<file path="config.mk">
export PLATFORM = sky130hd
export DESIGN_NAME = speed_jump_segmenter_flat
export DESIGN_NICKNAME = d
export VERILOG_FILES = /design/src/rtl/sjs_pkg.sv /design/src/rtl/sjs_ifaces.sv /design/src/rtl/sjs_datapath.sv /design/src/rtl/sjs_ctrl.sv /design/src/rtl/speed_jump_segmenter.sv /design/src/flat_wrapper.sv
export VERILOG_INCLUDE_DIRS = /design/src /design/src/rtl
export SDC_FILE = /design/constraint.sdc
export NUM_CORES = 1
export LEC_CHECK = 0
export BUFFER_PORTS_ARGS = -buffer_cell sky130_fd_sc_hd__buf_4
export CELL_PAD_IN_SITES_DETAIL_PLACEMENT = 0
export CELL_PAD_IN_SITES_GLOBAL_PLACEMENT = 1
export CORE_MARGIN = 2
export CORE_UTILIZATION = 51
export CTS_BUF_LIST = sky130_fd_sc_hd__clkbuf_16
export CTS_CLUSTER_DIAMETER = 120
export DETAILED_ROUTE_END_ITERATION = 10
export PLACE_DENSITY = 0.89
export SETUP_SLACK_MARGIN = 0.2
export SLEW_MARGIN = 30
export SYNTH_ARGS = -nofsm -noshare
export SYNTH_HDL_FRONTEND = slang
export SYNTH_SLANG_ARGS = --single-unit
export TNS_END_PERCENT = 10
</file>
<file path="constraint.sdc">
create_clock -name clock -period 17.24 [get_ports clock]
set_clock_uncertainty 0.05 [all_clocks]
set_input_delay 0 -clock clock [delete_from_list [all_inputs] [get_ports clock]]
set_output_delay 0 -clock clock [all_outputs]
set_load 0.02 [all_outputs]
</file>
<file path="src/rtl/speed_jump_segmenter_defines.svh">
// Assertion macros used by the segmenter controller.
`ifndef SPEED_JUMP_SEGMENTER_DEFINES_SVH
`define SPEED_JUMP_SEGMENTER_DEFINES_SVH

// Same-cycle implication, checked on every rising clock edge outside reset.
`define SJS_ASSERT_NOW(lbl, ante, cons) \
   lbl: assert property (@(posedge clock) disable iff (reset) (ante) |-> (cons)) \
      else $error("speed_jump_segmenter assertion failed");

// Next-cycle implication.
`define SJS_ASSERT_NEXT(lbl, ante, cons) \
   lbl: assert property (@(posedge clock) disable iff (reset) (ante) |=> (cons)) \
      else $error("speed_jump_segmenter assertion failed");

`endif

</file>
<file path="src/rtl/sjs_pkg.sv">
// Shared widths, constants and controller/datapath command types.
package sjs_pkg;

   localparam int SPEED_W = 10;
   localparam int LAT_W   = 31;
   localparam int LON_W   = 32;
   localparam int SUM_W   = 26;
   localparam int CNT_W   = 16;
   localparam int AVG_W   = 18;
   localparam int STEP_W  = 5;

   localparam logic [SPEED_W-1:0] THRESH_RESET       = 10'd9;
   localparam logic [CNT_W-1:0]   MAX_SEGMENT_POINTS = 16'd65535;
   localparam logic [SUM_W-1:0]   SUM_MAX            = {SUM_W{1'b1}};
   localparam logic [STEP_W-1:0]  DIV_STEPS          = 5'd18;

   typedef struct packed {
      logic load;
      logic div_start;
      logic end_is_sample;
      logic update;
      logic push;
      logic push_last;
   } cmd_type;

   typedef struct packed {
      logic jump;
      logic last;
      logic div_busy;
      logic out_free;
   } status_type;

endpackage

</file>
<file path="src/rtl/sjs_ifaces.sv">
// Valid/ready channel interfaces for samples and segment results.
interface sjs_req_if import sjs_pkg::*; ();
   logic                     valid;
   logic                     ready;
   logic [SPEED_W-1:0]       speed;
   logic signed [LAT_W-1:0]  latitude;
   logic signed [LON_W-1:0]  longitude;
   logic                     trip_end;

   modport source (output valid, speed, latitude, longitude, trip_end, input ready);
   modport sink   (input valid, speed, latitude, longitude, trip_end, output ready);
endinterface

interface sjs_rsp_if import sjs_pkg::*; ();
   logic                     valid;
   logic                     ready;
   logic signed [LAT_W-1:0]  start_lat;
   logic signed [LON_W-1:0]  start_lon;
   logic signed [LAT_W-1:0]  end_lat;
   logic signed [LON_W-1:0]  end_lon;
   logic [CNT_W-1:0]         points;
   logic [AVG_W-1:0]         avg_speed_q8;
   logic                     run_last;

   modport source (output valid, start_lat, start_lon, end_lat, end_lon, points,
                   avg_speed_q8, run_last, input ready);
   modport sink   (input valid, start_lat, start_lon, end_lat, end_lon, points,
                   avg_speed_q8, run_last, output ready);
endinterface

</file>
<file path="src/rtl/sjs_datapath.sv">
// Segment state, jump detect, iterative averaging divider and result register.
module sjs_datapath import sjs_pkg::*; (
   input  logic                    clock,
   input  logic                    reset,
   input  logic                    csr_we,
   input  logic [SPEED_W-1:0]      csr_wdata,
   input  logic [SPEED_W-1:0]      in_speed,
   input  logic signed [LAT_W-1:0] in_lat,
   input  logic signed [LON_W-1:0] in_lon,
   input  logic                    in_last,
   input  cmd_type                 cmd,
   output status_type              status,
   sjs_rsp_if.source               rsp
);

   logic [SPEED_W-1:0] thresh_ff, thresh_in;

   logic [SPEED_W-1:0] smp_speed_ff;
   logic [LAT_W-1:0]   smp_lat_ff;
   logic [LON_W-1:0]   smp_lon_ff;
   logic               smp_last_ff;

   logic [SPEED_W-1:0] prev_speed_ff, prev_speed_in;
   logic [LAT_W-1:0]   prev_lat_ff, prev_lat_in;
   logic [LON_W-1:0]   prev_lon_ff, prev_lon_in;
   logic               have_prev_ff, have_prev_in;
   logic [LAT_W-1:0]   seg_lat_ff, seg_lat_in;
   logic [LON_W-1:0]   seg_lon_ff, seg_lon_in;
   logic [SUM_W-1:0]   sum_ff, sum_in;
   logic [CNT_W-1:0]   cnt_ff, cnt_in;

   // divider and result snapshot
   logic               busy_ff, busy_in;
   logic [STEP_W-1:0]  step_ff, step_in;
   logic [CNT_W-1:0]   rem_ff, rem_in;
   logic [AVG_W-1:0]   quo_ff, quo_in;
   logic [CNT_W-1:0]   dvs_ff;
   logic [LAT_W-1:0]   r_slat_ff, r_elat_ff;
   logic [LON_W-1:0]   r_slon_ff, r_elon_ff;

   logic               ov_ff, ov_in;

   logic [SPEED_W-1:0] diff;
   logic [SUM_W:0]     sum_add;
   logic [CNT_W:0]     trial;
   logic               out_free;

   assign diff = (smp_speed_ff > prev_speed_ff) ? smp_speed_ff - prev_speed_ff
                                                : prev_speed_ff - smp_speed_ff;
   assign sum_add  = {1'b0, sum_ff} + {{(SUM_W+1-SPEED_W){1'b0}}, smp_speed_ff};
   assign trial    = {rem_ff, quo_ff[AVG_W-1]};
   assign out_free = !ov_ff || rsp.ready;

   assign status.jump     = have_prev_ff && (diff > thresh_ff);
   assign status.last     = smp_last_ff;
   assign status.div_busy = busy_ff;
   assign status.out_free = out_free;

   assign thresh_in = csr_we ? csr_wdata : thresh_ff;

   always_comb begin
      prev_speed_in = prev_speed_ff;
      prev_lat_in   = prev_lat_ff;
      prev_lon_in   = prev_lon_ff;
      have_prev_in  = have_prev_ff;
      seg_lat_in    = seg_lat_ff;
      seg_lon_in    = seg_lon_ff;
      sum_in        = sum_ff;
      cnt_in        = cnt_ff;
      if (cmd.update) begin
         if (!have_prev_ff || status.jump) begin
            seg_lat_in = smp_lat_ff;
            seg_lon_in = smp_lon_ff;
            sum_in     = {{(SUM_W-SPEED_W){1'b0}}, smp_speed_ff};
            cnt_in     = {{(CNT_W-1){1'b0}}, 1'b1};
         end else if (cnt_ff < MAX_SEGMENT_POINTS) begin
            cnt_in = cnt_ff + 1'b1;
            sum_in = sum_add[SUM_W] ? SUM_MAX : sum_add[SUM_W-1:0];
         end
         prev_speed_in = smp_speed_ff;
         prev_lat_in   = smp_lat_ff;
         prev_lon_in   = smp_lon_ff;
         have_prev_in  = !smp_last_ff;
      end
   end

   // restoring divide of (sum << 8) by count, one quotient bit a cycle
   always_comb begin
      busy_in = busy_ff;
      step_in = step_ff;
      rem_in  = rem_ff;
      quo_in  = quo_ff;
      if (cmd.div_start) begin
         busy_in = 1'b1;
         step_in = DIV_STEPS;
         rem_in  = sum_ff[SUM_W-1:SUM_W-CNT_W];
         quo_in  = {sum_ff[SUM_W-CNT_W-1:0], 8'd0};
      end else if (busy_ff) begin
         if (trial >= {1'b0, dvs_ff}) begin
            rem_in = CNT_W'(trial - {1'b0, dvs_ff});
            quo_in = {quo_ff[AVG_W-2:0], 1'b1};
         end else begin
            rem_in = trial[CNT_W-1:0];
            quo_in = {quo_ff[AVG_W-2:0], 1'b0};
         end
         step_in = step_ff - 1'b1;
         busy_in = (step_ff != {{(STEP_W-1){1'b0}}, 1'b1});
      end
   end

   always_comb begin
      ov_in = ov_ff;
      if (cmd.push) begin
         ov_in = 1'b1;
      end else if (rsp.ready) begin
         ov_in = 1'b0;
      end
   end

   always_ff @(posedge clock) begin
      if (reset) begin
         thresh_ff     <= THRESH_RESET;
         prev_speed_ff <= '0;
         prev_lat_ff   <= '0;
         prev_lon_ff   <= '0;
         have_prev_ff  <= 1'b0;
         seg_lat_ff    <= '0;
         seg_lon_ff    <= '0;
         sum_ff        <= '0;
         cnt_ff        <= '0;
         busy_ff       <= 1'b0;
         step_ff       <= '0;
         ov_ff         <= 1'b0;
      end else begin
         thresh_ff     <= thresh_in;
         prev_speed_ff <= prev_speed_in;
         prev_lat_ff   <= prev_lat_in;
         prev_lon_ff   <= prev_lon_in;
         have_prev_ff  <= have_prev_in;
         seg_lat_ff    <= seg_lat_in;
         seg_lon_ff    <= seg_lon_in;
         sum_ff        <= sum_in;
         cnt_ff        <= cnt_in;
         busy_ff       <= busy_in;
         step_ff       <= step_in;
         ov_ff         <= ov_in;
      end
   end

   always_ff @(posedge clock) begin
      rem_ff <= rem_in;
      quo_ff <= quo_in;
      if (cmd.load) begin
         smp_speed_ff <= in_speed;
         smp_lat_ff   <= in_lat;
         smp_lon_ff   <= in_lon;
         smp_last_ff  <= in_last;
      end
      if (cmd.div_start) begin
         dvs_ff    <= cnt_ff;
         r_slat_ff <= seg_lat_ff;
         r_slon_ff <= seg_lon_ff;
         r_elat_ff <= cmd.end_is_sample ? smp_lat_ff : prev_lat_ff;
         r_elon_ff <= cmd.end_is_sample ? smp_lon_ff : prev_lon_ff;
      end
      if (cmd.push) begin
         rsp.start_lat    <= r_slat_ff;
         rsp.start_lon    <= r_slon_ff;
         rsp.end_lat      <= r_elat_ff;
         rsp.end_lon      <= r_elon_ff;
         rsp.points       <= dvs_ff;
         rsp.avg_speed_q8 <= (dvs_ff == '0) ? '0 : quo_ff;
         rsp.run_last     <= cmd.push_last;
      end
   end

   assign rsp.valid = ov_ff;

endmodule

</file>
<file path="src/rtl/sjs_ctrl.sv">
// Sequencing state machine: accept, evaluate, divide and push results.
`include "speed_jump_segmenter_defines.svh"

module sjs_ctrl import sjs_pkg::*; (
   input  logic       clock,
   input  logic       reset,
   input  logic       req_valid,
   output logic       req_ready,
   input  status_type status,
   output cmd_type    cmd
);

   typedef enum logic [6:0] {
      ST_IDLE    = 7'b0000001,
      ST_EVAL    = 7'b0000010,
      ST_DIV_A   = 7'b0000100,
      ST_PUSH_A  = 7'b0001000,
      ST_START_B = 7'b0010000,
      ST_DIV_B   = 7'b0100000,
      ST_PUSH_B  = 7'b1000000
   } state_type;

   state_type state_ff, state_in;

   assign req_ready = (state_ff == ST_IDLE);

   always_comb begin
      state_in = state_ff;
      cmd      = '0;
      unique case (state_ff)
         ST_IDLE: begin
            if (req_valid) begin
               cmd.load = 1'b1;
               state_in = ST_EVAL;
            end
         end
         ST_EVAL: begin
            if (status.jump) begin
               cmd.div_start = 1'b1;
               state_in      = ST_DIV_A;
            end else begin
               cmd.update = 1'b1;
               state_in   = status.last ? ST_START_B : ST_IDLE;
            end
         end
         ST_DIV_A: begin
            if (!status.div_busy) state_in = ST_PUSH_A;
         end
         ST_PUSH_A: begin
            if (status.out_free) begin
               cmd.push      = 1'b1;
               cmd.push_last = !status.last;
               cmd.update    = 1'b1;
               state_in      = status.last ? ST_START_B : ST_IDLE;
            end
         end
         ST_START_B: begin
            cmd.div_start     = 1'b1;
            cmd.end_is_sample = 1'b1;
            state_in          = ST_DIV_B;
         end
         ST_DIV_B: begin
            if (!status.div_busy) state_in = ST_PUSH_B;
         end
         ST_PUSH_B: begin
            if (status.out_free) begin
               cmd.push      = 1'b1;
               cmd.push_last = 1'b1;
               state_in      = ST_IDLE;
            end
         end
         default: state_in = ST_IDLE;
      endcase
   end

   always_ff @(posedge clock) begin
      if (reset) begin
         state_ff <= ST_IDLE;
      end else begin
         state_ff <= state_in;
      end
   end

   `SJS_ASSERT_NOW(a_push_slot_free, cmd.push, status.out_free && !status.div_busy)
   `SJS_ASSERT_NOW(a_start_when_idle_div, cmd.div_start, !status.div_busy)
   `SJS_ASSERT_NEXT(a_accept_then_eval, req_valid && req_ready, state_ff == ST_EVAL)
   `SJS_ASSERT_NEXT(a_start_then_busy, cmd.div_start, status.div_busy)

endmodule

</file>
<file path="src/rtl/speed_jump_segmenter.sv">
// Top level of the speed jump segmenter.
// Usage:
//   req_chan carries one telematics sample per item (speed, latitude,
//   longitude, trip_end). rsp_chan returns one item per closed segment with
//   start/end coordinates, point count and mean speed in Q8 (run_last marks
//   the final result caused by a sample). csr_we/csr_wdata set the jump
//   threshold; write it only while the block is idle.
//   Timing: one sample at a time. A sample that closes no segment is
//   accepted and evaluated. A sample that closes a segment by a speed jump
//   starts the divider, and that result is pushed before the next sample
//   enters; a segment closed by trip_end is divided and pushed after the
//   sample's own update. With both, the jump result comes first and the
//   trip_end result second. The 18-step divider makes one quotient bit a cycle.
//   Reset (synchronous, active high) clears the segment state, sets the
//   threshold to 9 and empties the result register.
//   If the receiver stalls, the result waits in the output register and the
//   block holds off new samples until its next result can be placed.
module speed_jump_segmenter import sjs_pkg::*; (
   input  logic               clock,
   input  logic               reset,
   sjs_req_if.sink            req_chan,
   sjs_rsp_if.source          rsp_chan,
   input  logic               csr_we,
   input  logic [SPEED_W-1:0] csr_wdata
);

   cmd_type    cmd;
   status_type status;

   sjs_ctrl u_ctrl (
      .clock     (clock),
      .reset     (reset),
      .req_valid (req_chan.valid),
      .req_ready (req_chan.ready),
      .status    (status),
      .cmd       (cmd)
   );

   sjs_datapath u_dp (
      .clock     (clock),
      .reset     (reset),
      .csr_we    (csr_we),
      .csr_wdata (csr_wdata),
      .in_speed  (req_chan.speed),
      .in_lat    (req_chan.latitude),
      .in_lon    (req_chan.longitude),
      .in_last   (req_chan.trip_end),
      .cmd       (cmd),
      .status    (status),
      .rsp       (rsp_chan)
   );

endmodule

</file>
<file path="src/flat_wrapper.sv">
// flat-port wrapper written by rule: the top's interface ports become plain ports
module speed_jump_segmenter_flat import sjs_pkg::*;
  (clock, reset, csr_we, csr_wdata, req_chan_valid, req_chan_speed, req_chan_latitude, req_chan_longitude, req_chan_trip_end, req_chan_ready, rsp_chan_valid, rsp_chan_start_lat, rsp_chan_start_lon, rsp_chan_end_lat, rsp_chan_end_lon, rsp_chan_points, rsp_chan_avg_speed_q8, rsp_chan_run_last, rsp_chan_ready);
  sjs_req_if req_chan_i ();
  sjs_rsp_if rsp_chan_i ();
  input  logic clock;
  input  logic reset;
  input  logic csr_we;
  input  logic [SPEED_W-1:0] csr_wdata;
  input wire logic [$bits(req_chan_i.valid)-1:0] req_chan_valid;
  input wire logic [$bits(req_chan_i.speed)-1:0] req_chan_speed;
  input wire logic [$bits(req_chan_i.latitude)-1:0] req_chan_latitude;
  input wire logic [$bits(req_chan_i.longitude)-1:0] req_chan_longitude;
  input wire logic [$bits(req_chan_i.trip_end)-1:0] req_chan_trip_end;
  output wire logic [$bits(req_chan_i.ready)-1:0] req_chan_ready;
  output wire logic [$bits(rsp_chan_i.valid)-1:0] rsp_chan_valid;
  output wire logic [$bits(rsp_chan_i.start_lat)-1:0] rsp_chan_start_lat;
  output wire logic [$bits(rsp_chan_i.start_lon)-1:0] rsp_chan_start_lon;
  output wire logic [$bits(rsp_chan_i.end_lat)-1:0] rsp_chan_end_lat;
  output wire logic [$bits(rsp_chan_i.end_lon)-1:0] rsp_chan_end_lon;
  output wire logic [$bits(rsp_chan_i.points)-1:0] rsp_chan_points;
  output wire logic [$bits(rsp_chan_i.avg_speed_q8)-1:0] rsp_chan_avg_speed_q8;
  output wire logic [$bits(rsp_chan_i.run_last)-1:0] rsp_chan_run_last;
  input wire logic [$bits(rsp_chan_i.ready)-1:0] rsp_chan_ready;
  assign req_chan_i.valid = req_chan_valid;
  assign req_chan_i.speed = req_chan_speed;
  assign req_chan_i.latitude = req_chan_latitude;
  assign req_chan_i.longitude = req_chan_longitude;
  assign req_chan_i.trip_end = req_chan_trip_end;
  assign req_chan_ready = req_chan_i.ready;
  assign rsp_chan_valid = rsp_chan_i.valid;
  assign rsp_chan_start_lat = rsp_chan_i.start_lat;
  assign rsp_chan_start_lon = rsp_chan_i.start_lon;
  assign rsp_chan_end_lat = rsp_chan_i.end_lat;
  assign rsp_chan_end_lon = rsp_chan_i.end_lon;
  assign rsp_chan_points = rsp_chan_i.points;
  assign rsp_chan_avg_speed_q8 = rsp_chan_i.avg_speed_q8;
  assign rsp_chan_run_last = rsp_chan_i.run_last;
  assign rsp_chan_i.ready = rsp_chan_ready;
  speed_jump_segmenter u_core (.clock(clock), .reset(reset), .req_chan(req_chan_i), .rsp_chan(rsp_chan_i), .csr_we(csr_we), .csr_wdata(csr_wdata));
endmodule
</file>
==> results.py <==
metrics = {
    "finish": {
        "fin_nets": 2559,
        "final_cell_mix": "537 x nand2_1, 403 x edfxtp_1, 263 x buf_4",
        "diodes": 0,
        "drive_gt1_share_pct": 16.55,
        "synthToLayoutAreaGrowth_pct": 22.50,
        "fin_area_mm2": 0.02970,
        "final_common_cell": "nand2_1",
        "final_util_pct": 63.53,
    },
    "run_status": {
        "status": "completed",
    },
    "yosys": {
        "synthCells": 2074,
        "synth-async-reset-ratio_pct": 0,
        "syn_area_mm2": 0.02425,
        "syn-num-nets": 2225,
        "synth_top_area_share_pct": 49.91,
        "synthFlopType": "edfxtp_1",
        "synth.top_cells.by_area": "edfxtp_1 50%, dfxtp_1 17%, nand2_1 8.3%",
        "yosys_warnings": 0,
        "synth_cell_type_count": 87,
        "synth_seq_cells": 614,
        "ys_seq_area_share_pct": 67.33,
        "yosys.area.top_type": "edfxtp_1",
        "post_synth.cell_area_avg_um2": 11.69,
        "synth_edf_count": 403,
    },
    "clock_tree": {
        "root_buffer": "clkbuf_16",
        "hold_buffers": 106,
        "h-tree-depth": 2,
        "cts_sinks": 614,
        "cts_tree": "yes",
        "worst_skew_pair.late_latency_ns": 0.63,
        "cts_resized": 0,
        "ctsLongestPathBuffers": 3,
        "post-cts-setup-buffers": 0,
        "cts_buffers": 59,
        "clkTransAtPathRegs_ns": 0.06,
    },
    "power": {
        "powerDensity_mw_per_mm2": 103.3,
        "ir_worst_vdd_mv": 0.1202,
        "p_leak_nw": 11.43,
        "fin_total_pwr_mw": 3.067,
    },
    "critical_path": {
        "worst_setup_path_start_kind": "register",
        "end_kind": "register",
        "worst-r2r-cell-count": 22,
        "crit_type": "register to register",
        "critical-path-max-stage-delay_ns": 0.71,
        "critPathBufInv": 5,
        "critical_path.slowest_cell": "buf_6",
        "worstPathMaxFanout": 89,
        "cp_top_family": "buffers and inverters",
        "arrival_ns": 6.98,
        "crit_cells": 22,
        "crit_chain": "inv_1, ha_1, inv_1, fa_1, nand3_1, a21oi_1, o311ai_4, nand2_2, mux2_4, a221oi_2, and4bb_1, nor3b_2, ha_1, nand3_1, nor2_1, a31o_1, or2_4, nand3_1, o31a_1, buf_4, inv_6, buf_6",
        "path_common_cell": "nand3_1",
        "r2r_setup_slack_ns": 10.46,
        "worstPathRequired_ns": 17.44,
    },
    "sta": {
        "finalSetupViolations": 0,
        "worst_pin_slew_ns": 0.9838,
        "setup_tns_ns": 0,
        "fin_ws_ns": 10.46,
        "rsz0062_at_grt": "false",
        "clock.fmax_mhz": 147.4,
        "hold_viol_final": 0,
        "min_period_ns": 6.784,
        "finalCritPeriodShare_pct": 39.35,
        "relSlewSlack_pct": 34.33,
        "slew_violations": 0,
    },
    "placement": {
        "port_buffers": 251,
        "gp_congestion": 0.8333,
        "place_hpwl_um": 35500,
        "place_ws_ns": 10.57,
        "placed_area_mm2": 0.02667,
    },
    "routing": {
        "vias": 16650,
        "highest_layer": "met5",
        "drt_wl_total_um": 57860,
        "postRouteAntennaNets": 0,
        "wl_per_cell_um": 18.87,
        "viasPerCell": 5.432,
        "wl_met1_um": 25000,
        "drc": 0,
        "dr.pass1.iters": 6,
        "first_iter_violations": 1244,
        "met3_length_um": 3775,
        "wl_met2_um": 27450,
    },
    "global_route": {
        "grt_pass1_vias": 16400,
        "overflow": 0,
        "grt_pass1_wl_um": 90000,
        "grt_max_degree": 91,
        "antenna_found_initial": 3,
        "grt_use_total_pct": 23.07,
    },
    "die": {
        "ios": 252,
        "initial_core_util_pct": 51.86,
        "dieArea_mm2": 0.04930,
        "rows": 79,
        "dieWidth_um": 222.0,
        "core_mm2": 0.04675,
        "die_y_um": 222.0,
    },
    "job": {
        "maxCapViolCount": 0,
    },
    "hold_path": {
        "min_path_type": "input pin to register",
        "hold_depth": 2,
    },
}
path summary, 6_finish.rpt:
kind	start	endpoint
setup / recovery	u_core.u_dp.smp_speed_ff[0]$_DFFE_PP_	u_core.u_dp.r_slat_ff[19]$_DFFE_PP_
hold / removal	req_chan_speed[2]	u_core.u_dp.smp_speed_ff[2]$_DFFE_PP_
setup reg to reg	u_core.u_dp.smp_speed_ff[0]$_DFFE_PP_	u_core.u_dp.r_slat_ff[19]$_DFFE_PP_
hold reg to reg	u_core.u_dp.r_slon_ff[18]$_DFFE_PP_	u_core.u_dp.rsp.start_lon[18]$_DFFE_PP_
where the power goes:
group / total (mW) / internal (mW) / leakage (nW) / switching [mW]
Sequential: 1.60 / 1.59 / 5.67 / 0.0194
Clock: 1.30 / 0.739 / 1.00 / 0.556
Combinational: 0.167 / 0.0739 / 4.75 / 0.0929
stage by stage:
step	cells	hold WS [ns]
global placement	2847	0.1284
CTS	3066	0.009170
detailed placement	2848	0.1294
global route	3066	0.03093
finish	3066	0.03884
floorplan	2074	0.04887
layout make-up:
| class | instances | area [µm²] |
|---|---|---|
| clock inverter | 52 | 461.7 |
| timing repair buffer | 376 | 3131 |
| tap | 607 | 759.5 |
| sequential | 614 | 16330 |
| inverter | 66 | 252.7 |
| clock buffer | 60 | 1501 |
| multi-input combinational | 1291 | 7272 |
| fill | 3491 | 17050 |
cell families after synthesis:
group / after synthesis / synth area share [%]
xor+xnor: 45 / 1.625
mux: 40 / 1.703
flops: 614 / 67.33
buf+inv: 169 / 2.854
simple gates: 799 / 14.57
fa+ha+maj: 62 / 3.323
compound gates: 345 / 8.592
registers in the layout (all words and copies together) (netlist names), 32 cells and up:
signal / count
u_core.u_dp.seg_lon_ff: 32
u_core.u_dp.smp_lon_ff: 32
u_core.u_dp.rsp.end_lon: 32
u_core.u_dp.r_elon_ff: 32
u_core.u_dp.prev_lon_ff: 32
u_core.u_dp.rsp.start_lon: 32
u_core.u_dp.r_slon_ff: 32
synthesized netlist by cell type, types with 4 or more instances:
cell and number:
nand2_1 538, edfxtp_1 403, dfxtp_1 211, a21oi_1 210, nor2_1 76, inv_1 65, ha_1 58, clkbuf_1 57
nand3_1 41, mux2i_1 33, xnor2_1 32, and2_1 28, o21ai_0 25, buf_2 22, nor3_1 21, buf_1 19
a21o_1 17, nand4_1 14, and3_1 13, xor2_1 13, a31oi_1 12, nand2b_1 9, nor2b_1 9, o211ai_1 9
o21a_1 9, o21ai_1 9, nor4_1 7, mux2_2 6, or3_1 6, a211oi_1 5, nor4_2 5, o221ai_1 5
o41ai_1 5, fa_1 4, nand3b_1 4
per-layer routing:
layer  vias up  track usage (%)
li1       7936                -
met1      8000            30.95
met2       599            37.75
met3       112            4.294
met4         6            8.195
met5         -                0
Note: power is estimated with default switching activity, not from simulation.
